File: src/rtl/idpa_pkg.sv
`timescale 1ns / 1ps
// ----------------------------------------------------------------------------
// idpa_pkg
// Shared types and constants for the ID pool allocator: item layouts,
// command and status codes, pool sizing.
// ----------------------------------------------------------------------------
package idpa_pkg;

    // Pool sizing
    localparam int MAX_IDS = 256;
    localparam int ID_W    = $clog2(MAX_IDS);
    localparam int CNT_W   = $clog2(MAX_IDS + 1);

    // Command codes
    localparam logic [1:0] CMD_ALLOC   = 2'd0;
    localparam logic [1:0] CMD_RELEASE = 2'd1;
    localparam logic [1:0] CMD_GROW    = 2'd2;

    // Status codes
    localparam logic [1:0] ST_OK        = 2'd0;
    localparam logic [1:0] ST_EMPTY     = 2'd1;
    localparam logic [1:0] ST_NOT_USED  = 2'd2;
    localparam logic [1:0] ST_SATURATED = 2'd3;

    // Input item
    typedef struct packed {
        logic [1:0]       command;
        logic [ID_W-1:0]  release_id;
        logic [CNT_W-1:0] target_count;
    } t_idpa_in;

    // Result item
    typedef struct packed {
        logic [ID_W-1:0]  granted_id;
        logic [1:0]       status;
        logic [CNT_W-1:0] pool_total;
    } t_idpa_out;

endpackage

File: src/rtl/id_pool_allocator.sv
`timescale 1ns / 1ps
// ----------------------------------------------------------------------------
// id_pool_allocator
// Free-list ID allocator: free IDs in a circular FIFO held in RAM, one
// in-use flag per ID in a second RAM.
// ----------------------------------------------------------------------------
// Takes one item at a time. Allocate waits for the registered read of the
// free-list RAM before the popped ID is known; release reads the in-use flag
// from its RAM before it is cleared; allocate on an empty pool and unknown
// commands are answered straight from the idle state; grow appends one ID per
// cycle, since the free-list RAM takes one write a cycle.
// A finished result sits in the output register while the next item is
// accepted; an item that finishes while that register is still full waits in
// a holding register until it drains. After reset a clearing pass zeroes all
// 256 in-use flags; no item is accepted until it ends.
module id_pool_allocator
    import idpa_pkg::*;
(
    input  logic      i_clk,
    input  logic      i_rst_n,
    input  logic      i_in_valid,
    output logic      o_in_ready,
    input  t_idpa_in  i_in_item,
    output logic      o_out_valid,
    input  logic      i_out_ready,
    output t_idpa_out o_out_item
);

    typedef enum logic [2:0] {
        S_CLEAR,
        S_IDLE,
        S_ALLOC,
        S_REL,
        S_GROW,
        S_DONE
    } t_state;

    t_state             r_state, n_state;
    logic [ID_W-1:0]    r_head, n_head;
    logic [CNT_W-1:0]   r_count, n_count;
    logic [CNT_W-1:0]   r_total, n_total;
    logic [ID_W-1:0]    r_clr, n_clr;
    logic [ID_W-1:0]    r_rel_id, n_rel_id;
    logic [CNT_W-1:0]   r_tgt, n_tgt;
    logic [1:0]         r_gstat, n_gstat;
    t_idpa_out          r_res, n_res;
    logic               r_out_valid, n_out_valid;
    t_idpa_out          r_out, n_out;

    logic               mem_we;
    logic [ID_W-1:0]    mem_waddr;
    logic [ID_W-1:0]    mem_wdata;
    logic [ID_W-1:0]    mem_rdata;
    logic               mark_we;
    logic [ID_W-1:0]    mark_waddr;
    logic               mark_wdata;
    logic               mark_rdata;
    logic [ID_W-1:0]    tail;
    logic               out_free;
    logic               done;
    t_idpa_out          res;

    assign tail       = r_head + r_count[ID_W-1:0];
    assign out_free   = !r_out_valid || i_out_ready;
    assign o_in_ready = (r_state == S_IDLE);

    // Free-list storage, read address follows the head every cycle
    idpa_ram #(
        .DEPTH (MAX_IDS),
        .WIDTH (ID_W)
    ) u_fifo_ram (
        .i_clk   (i_clk),
        .i_we    (mem_we),
        .i_waddr (mem_waddr),
        .i_wdata (mem_wdata),
        .i_raddr (r_head),
        .o_rdata (mem_rdata)
    );

    // In-use flags, read address follows the offered release ID
    idpa_ram #(
        .DEPTH (MAX_IDS),
        .WIDTH (1)
    ) u_mark_ram (
        .i_clk   (i_clk),
        .i_we    (mark_we),
        .i_waddr (mark_waddr),
        .i_wdata (mark_wdata),
        .i_raddr (i_in_item.release_id),
        .o_rdata (mark_rdata)
    );

    // Command sequencing
    always_comb begin
        n_state     = r_state;
        n_head      = r_head;
        n_count     = r_count;
        n_total     = r_total;
        n_clr       = r_clr;
        n_rel_id    = r_rel_id;
        n_tgt       = r_tgt;
        n_gstat     = r_gstat;
        n_res       = r_res;
        n_out_valid = r_out_valid && !i_out_ready;
        n_out       = r_out;
        mem_we      = 1'b0;
        mem_waddr   = tail;
        mem_wdata   = '0;
        mark_we     = 1'b0;
        mark_waddr  = r_clr;
        mark_wdata  = 1'b0;
        done        = 1'b0;
        res         = '{granted_id: '0, status: ST_OK, pool_total: r_total};

        case (r_state)
            S_CLEAR: begin
                // zero one in-use flag per cycle
                mark_we = 1'b1;
                n_clr   = r_clr + 1'b1;
                if (r_clr == ID_W'(MAX_IDS - 1)) begin
                    n_state = S_IDLE;
                end
            end
            S_IDLE: begin
                if (i_in_valid) begin
                    case (i_in_item.command)
                        CMD_ALLOC: begin
                            if (r_count == '0) begin
                                res.status = ST_EMPTY;
                                done       = 1'b1;
                            end else begin
                                n_state = S_ALLOC;
                            end
                        end
                        CMD_RELEASE: begin
                            n_rel_id = i_in_item.release_id;
                            n_state  = S_REL;
                        end
                        CMD_GROW: begin
                            if (i_in_item.target_count > CNT_W'(MAX_IDS)) begin
                                n_tgt   = CNT_W'(MAX_IDS);
                                n_gstat = ST_SATURATED;
                            end else begin
                                n_tgt   = i_in_item.target_count;
                                n_gstat = ST_OK;
                            end
                            n_state = S_GROW;
                        end
                        default: begin
                            done = 1'b1;
                        end
                    endcase
                end
            end
            S_ALLOC: begin
                // popped ID arrives from the RAM now
                mark_we        = 1'b1;
                mark_waddr     = mem_rdata;
                mark_wdata     = 1'b1;
                n_head         = r_head + 1'b1;
                n_count        = r_count - 1'b1;
                res.granted_id = mem_rdata;
                done           = 1'b1;
            end
            S_REL: begin
                // in-use flag of the released ID arrives from the RAM now
                if (mark_rdata) begin
                    mark_we    = 1'b1;
                    mark_waddr = r_rel_id;
                    if (r_count < CNT_W'(MAX_IDS)) begin
                        mem_we    = 1'b1;
                        mem_wdata = r_rel_id;
                        n_count   = r_count + 1'b1;
                    end
                end else begin
                    res.status = ST_NOT_USED;
                end
                done = 1'b1;
            end
            S_GROW: begin
                // one new ID appended per cycle
                if (r_total < r_tgt) begin
                    if (r_count < CNT_W'(MAX_IDS)) begin
                        mem_we    = 1'b1;
                        mem_wdata = r_total[ID_W-1:0];
                        n_count   = r_count + 1'b1;
                    end
                    n_total = r_total + 1'b1;
                end else begin
                    res.status = r_gstat;
                    done       = 1'b1;
                end
            end
            S_DONE: begin
                if (out_free) begin
                    n_out_valid = 1'b1;
                    n_out       = r_res;
                    n_state     = S_IDLE;
                end
            end
            default: begin
                n_state = S_IDLE;
            end
        endcase

        // Hand the result to the output register, or hold it
        if (done) begin
            if (out_free) begin
                n_out_valid = 1'b1;
                n_out       = res;
                n_state     = S_IDLE;
            end else begin
                n_res   = res;
                n_state = S_DONE;
            end
        end
    end

    // State and output registers
    always_ff @(posedge i_clk) begin
        if (!i_rst_n) begin
            r_state     <= S_CLEAR;
            r_head      <= '0;
            r_count     <= '0;
            r_total     <= '0;
            r_clr       <= '0;
            r_out_valid <= 1'b0;
        end else begin
            r_state     <= n_state;
            r_head      <= n_head;
            r_count     <= n_count;
            r_total     <= n_total;
            r_clr       <= n_clr;
            r_out_valid <= n_out_valid;
        end
        r_rel_id <= n_rel_id;
        r_tgt    <= n_tgt;
        r_gstat  <= n_gstat;
        r_res    <= n_res;
        r_out    <= n_out;
    end

    assign o_out_valid = r_out_valid;
    assign o_out_item  = r_out;

endmodule

File: src/rtl/idpa_ram.sv
`timescale 1ns / 1ps
// ----------------------------------------------------------------------------
// idpa_ram
// Simple dual-port RAM: one write port, one read port, registered read data.
// ----------------------------------------------------------------------------
module idpa_ram #(
    parameter int DEPTH = 256,
    parameter int WIDTH = 8
) (
    input  logic                     i_clk,
    input  logic                     i_we,
    input  logic [$clog2(DEPTH)-1:0] i_waddr,
    input  logic [WIDTH-1:0]         i_wdata,
    input  logic [$clog2(DEPTH)-1:0] i_raddr,
    output logic [WIDTH-1:0]         o_rdata
);

    logic [WIDTH-1:0] r_mem [DEPTH];
    logic [WIDTH-1:0] r_rdata;

    // Write port
    always_ff @(posedge i_clk) begin
        if (i_we) begin
            r_mem[i_waddr] <= i_wdata;
        end
    end

    // Read port, registered read data
    always_ff @(posedge i_clk) begin
        r_rdata <= r_mem[i_raddr];
    end

    assign o_rdata = r_rdata;

endmodule
File: config.mk
export PLATFORM = sky130hd
export DESIGN_NAME = id_pool_allocator
export DESIGN_NICKNAME = d
export VERILOG_FILES = /design/src/rtl/idpa_pkg.sv /design/src/rtl/id_pool_allocator.sv /design/src/rtl/idpa_ram.sv
export SDC_FILE = /design/constraint.sdc
export NUM_CORES = 2
export LEC_CHECK = 0
export BUFFER_PORTS_ARGS = -buffer_cell sky130_fd_sc_hd__buf_2
export CORE_ASPECT_RATIO = 0.75
export CORE_MARGIN = 1
export CORE_UTILIZATION = 25
export CTS_BUF_LIST = sky130_fd_sc_hd__clkbuf_4
export DETAILED_ROUTE_END_ITERATION = 12
export PLACE_DENSITY = 0.46
export SLEW_MARGIN = 20
export SYNTH_ARGS = -nofsm -noshare
export SYNTH_HDL_FRONTEND = slang
export SYNTH_SLANG_ARGS = --single-unit
File: constraint.sdc
create_clock -name i_clk -period 13.8 [get_ports i_clk]
set_clock_uncertainty 0.05 [all_clocks]
set_input_delay 1.38 -clock i_clk [delete_from_list [all_inputs] [get_ports i_clk]]
set_output_delay 1.38 -clock i_clk [all_outputs]
set_load 0.005 [all_outputs]
# Word-level counts from Yosys, hierarchy flattened

Memory sizes are Yosys's and may differ from the RTL's. A register that Yosys moved wholly into a read port is not among the register bits.
Index checks and enable logic that the tools add are counted.

Register bits: 95
Memory bits (writable): 2304
Input port bits: 23
Output and inout bits: 21
Logic and storage cells: 112
Memories kept: 2

Add/subtract/negate cells: 6
$lt $le $gt $ge: 3
Equality and inequality tests: 16
Mux-type cells: 51
Bitwise operators: 1
Reductions and logical operators: 18

Memories:

| memory           | depth | bits a word | rd ports | clocked after Yosys merged registers in | write ports | RTL line       | text |
|---|---|---|---|---|---|---|---|
| u_fifo_ram.r_mem | 256   | 8           | 1        | 1                                       | 1           | idpa_ram.sv:18 | `logic [WIDTH-1:0] r_mem [DEPTH];` |
| u_mark_ram.r_mem | 256   | 1           | 1        | 1                                       | 1           | idpa_ram.sv:18 |  |

Operators with widths:

| cell                  | count |
|---|---|
| $mux W19              | 4 |
| $mux W8               | 6 |
| $pmux W8 S2           | 2 |
| $mux W9               | 3 |
| $pmux W9 S3           | 1 |
| $mux W1               | 19 |
| $add A9 B1 Y9 const B | 2 |
| $mux W3               | 6 |
| $add A8 B1 Y8 const B | 2 |
| $pmux W3 S4           | 1 |
| $gt A9 B9 Y1 const B  | 1 |
| $logic_not A9 Y1      | 1 |
| $lt A9 B9 Y1          | 1 |
| $lt A9 B9 Y1 const B  | 1 |
| $pmux W3 S3           | 1 |
| $reduce_and A3 Y1     | 3 |
| $sub A9 B1 Y9 const B | 1 |
| $add A8 B8 Y8         | 1 |
| $eq A8 B8 Y1 const B  | 1 |
| $eq A3 B2 Y1 const B  | 2 |
| $eq A3 B3 Y1 const B  | 2 |
| $mux W2               | 3 |
| $ne A3 B3 Y1 const B  | 2 |
| $pmux W1 S2           | 3 |
| 21 further kinds      | 26 |

# Depth between registers and ports, before layout

Depth in word-level cells: 7
Mapped depth: 14
Mapped depth without buffers: 12

# By module

From an unflattened synthesis, not the netlist that was laid out.

Cell total of the unflattened synthesis: 5015
Area total of the unflattened synthesis: 95621.7 um2

Modules (own cells, without submodules):

| module                | instances | cells each | area an instance (um2) | seq. area each (um2) |
|---|---|---|---|---|
| idpa_ram (u_fifo_ram) | 1         | 3733       | 79556.3                | 61659.1 |
| idpa_ram (u_mark_ram) | 1         | 788        | 11128.2                | 7707.4 |
| id_pool_allocator     | 1         | 494        | 4937.2                 | 2252.2 |

# Least setup slack after synthesis

Ideal clock, no wire load.

Path kind: register to register
Start point: reg r_total[6]
End point: mem u_fifo_ram.r_mem[0][2] (data pin)
Setup time: 1.390 ns
Arrival: 7.899 ns
Required time: 12.360 ns
Slack: 4.461 ns
Stages on the path, launching flop included: 10
Path buffers: 2
Period minus slack after synthesis: 9.339 ns
Cell sequence: dfxtp_1 -> ha_1 -> a21o_1 -> a21o_1 -> a221o_1 -> a211oi_1 -> buf_2 -> buf_2 -> a22oi_1 -> nor2_1

Longest elaborated chain between the ends: 3

RTL lines:

| item                     | RTL line                 | text |
|---|---|---|
| start: declaration       | id_pool_allocator.sv:41  | `logic [CNT_W-1:0] r_total, n_total;` |
| start signal: assignment | id_pool_allocator.sv:232 | `r_total <= n_total;` |
| $lt A9 B9 Y1             | id_pool_allocator.sv:182 | `if (r_total < r_tgt) begin` |
| $mux W8                  | id_pool_allocator.sv:182 |  |
| $pmux W8 S2              | id_pool_allocator.sv:115 | `case (r_state)` |
| named net mem_wdata[2]   | id_pool_allocator.sv:52  | `logic [ID_W-1:0] mem_wdata;` |
| end: declaration         | idpa_ram.sv:18           |  |

The timed path passes the listed nets, and every way through them passes these cells.

==> impl_metrics.tcl <==
set metrics [dict create \
    status "complete, no violations" \
    max_stage_delay_ns 0.89 \
    arrival_ns 6.82 \
    synth_edf_count 2341 \
    setup_tns_ns 0 \
    io_buffers 43 \
    setup_violations 0 \
    whs_endpoint "r_state[1]" \
    worst_setup_path_end_kind "flop" \
    timing.rr.end "u_fifo_ram.o_rdata[0]" \
    cap_viol_max_count 0 \
    fin_nets 5623 \
    regToRegSetupSlack_ns 8.11 \
    route.detailed.drc 0 \
    syn2layout_area_growth_pct 13.7 \
    rr_startpoint "r_head[0]" \
    syn_area_mm2 0.0967 \
    clock_sinks 2407 \
    cp.buffers_inverters 4 \
    core_area_mm2 0.385 \
    whs_path_depth 2 \
    critPathTopFamily "buffers and inverters" \
    grt_pass1_vias 53200 \
    cts_root_buffer "clkbuf_4" \
    die-width_um 720 \
    firstDrtPassIters 6 \
    period_share_pct 41.2 \
    worst_hold_slack_ns 0.323 \
    postCtsSetupRepairBufs 0 \
    rsz0062_at_grt "no" \
    post-dp-hpwl_um 176000 \
    vias 53000 \
    synth.distinct_cells 99 \
    grt-ovfl-total 0 \
    fp-row-count 197 \
    htreeDepth 6 \
    slowest_stage "dfxtp_4" \
    antenna_found_initial 38 \
    clock_latency_ns 1.36 \
    timing.final.hold_violations 0 \
    maxSlewHeadroom_pct 17.3 \
    setup.worst_path.class "reg -> reg" \
    finalWirelength_um 300000 \
    cts_buffers 602 \
    grt_pass1_wl_um 412000 \
    cp_data_required_time_ns 14.94 \
    ys_warn_count 0 \
    clock_path_buffers 4 \
    finalMaxSlewViolations 0 \
    hold_class "in -> reg" \
    finalCriticalPeriod_ns 5.69 \
    mostFrequentLayoutCells "2,341 x edfxtp_1, 866 x clkbuf_4, 581 x nor2_1" \
    synthCells 5126 \
    cts_resized 0 \
    drive_gt1_share_pct 27.2 \
    irDropWorstVdd_mv 0.0685 \
    via_per_inst 4.79 \
    n_fill_cell 38400 \
    layout_commonest_cell "edfxtp_1" \
    async_reset_ff_share_pct 0 \
    p_leak_nw 28.0 \
    reg2reg_depth 10 \
    grt_util_all_layers_pct 14.9 \
    dieHeight_um 541 \
    worstMarginPinSlew_ns 1.24 \
    crit_top_cell "buf_4" \
    cts_hold_buf 0 \
    p_total_mw 14.9 \
    gp_congestion 0.816 \
    ys_ff_latch 2407 \
    wl_per_cell_um 27.1 \
    io_pins 44 \
    tritoncts "built" \
    synth_top_flop_cell "edfxtp_1" \
    syn_area_per_cell_um2 18.9 \
    drtAntennaViolNets 0 \
    fmax_mhz 176 \
    cp_cell_sequence "buf_4 > buf_4 > buf_4 > buf_4 > mux4_2 > a22o_1 > a221oi_1 > o22ai_1 > nor3_1 > o31ai_1" \
    critPathLaunchType "flop" \
    floorplan.initialDensity_pct 25.1 \
    power_density_mw_per_mm2 135 \
    die_area_mm2 0.389 \
    grt_start_max_net_pins 194 \
    hold_path.startpoint "i_in_item[18]" \
    drt_iter0_drc 5801 \
    crit_path_max_fanout 41 \
    clk_pin_slew_ns 0.07 \
    syn_nets 5177 \
    ys_seq_area_share_pct 74.1 \
]
## through the flow
stage	area, um2	util (%)	setup WS, ns	instances
after global routing	110000	28.6	7.74	11100
final	110000	28.6	8.11	11100
after floorplan	96700	-	4.46	5126
after global placement	102000	26.6	7.78	10000
after detailed placement	103000	26.7	8.02	10000
after CTS	110000	28.6	7.99	11000
## worst max path at each step
stage,start,endpoint,cells after the start
floorplan,r_total[6],u_fifo_ram.r_mem[0][2],9
CTS,r_head[0],u_fifo_ram.o_rdata[0],10
global placement,r_head[0],u_fifo_ram.o_rdata[7],9
finish,r_head[0],u_fifo_ram.o_rdata[0],10
detailed placement,r_head[0],u_fifo_ram.o_rdata[0],10
global route,r_head[0],u_fifo_ram.o_rdata[0],10
## where the power goes
part,total (mW),switching (mW),leakage (nW),internal [mW]
Combinational,0.841,0.552,6.30,0.289
Clock,6.03,2.95,4.42,3.07
Sequential,8.02,0.0635,17.3,7.96
Total,14.9,3.57,28.0,11.3
## sequential cells by signal (all words and copies together) (netlist names)
register / cells
r_rel_id: 8
u_fifo_ram.o_rdata: 8
r_gstat: 1
r_tgt: 9
o_out_valid: 1
r_head: 8
o_out_item: 19
r_count: 9
r_res: 19
u_fifo_ram.r_mem: 2048
r_state: 3
u_mark_ram.r_mem: 256
r_clr: 8
u_mark_ram.o_rdata: 1
r_total: 9
## layer usage
layer  vias to the layer above  wire length [um]  track usage (%)
met1                     28000            130000             20.5
met4                        16              8250             4.69
met5                         -               108                0
met2                      2432            130000             21.7
li1                      22100                 -                -
met3                       486             31500             5.53
## kinds of logic after synthesis
logic type | share of synthesized area, %
AO/OA/AOI/OAI | 3.85
flip-flops | 74.1
XOR/XNOR | 0.360
adder cells (fa/ha/maj) | 0.378
buffers and inverters | 2.20
AND/OR/NAND/NOR | 4.55
multiplexers | 14.6
## area by class of cell
| type | count | area, um2 | share of cell area [%] |
|---|---|---|---|
| antenna | 11 | 27.5 | 0.0250 |
| clock buffer | 866 | 6500 | 5.91 |
| clock inverter | 141 | 877 | 0.798 |
| inverter | 24 | 92.6 | 0.0842 |
| multi-input combinational | 2373 | 23200 | 21.1 |
| sequential | 2407 | 71600 | 65.2 |
| tap | 5074 | 6350 | 5.77 |
| timing repair buffer | 164 | 1230 | 1.12 |
## Yosys cell counts, types with 14 or more instances
cell type,count,area (um2)
a2111oi_0,14,123
a211oi_1,22,165
a21oi_1,127,636
a221oi_1,28,245
a22o_1,19,166
a22oi_1,72,541
and2_1,15,93.8
and3_1,14,87.6
buf_2,100,500
buf_4,42,315
buf_6,30,338
buf_8,16,240
clkbuf_1,109,409
dfxtp_1,66,1320
edfxtp_1,2341,70300
ha_1,26,325
inv_1,22,82.6
mux2_2,26,293
mux2i_1,274,2740
mux4_1,51,1340
mux4_2,431,9710
nand2_1,138,518
nand2b_1,24,150
nand3_1,65,325
nand4_1,26,163
nor2_1,593,2230
nor2b_1,27,169
nor3_1,22,110
nor4_1,22,138
o21ai_0,57,285
o221ai_1,24,210
o22ai_1,53,332
xnor2_1,21,184
xor2_1,15,131
No activity file was read; power rests on OpenSTA's default activity.
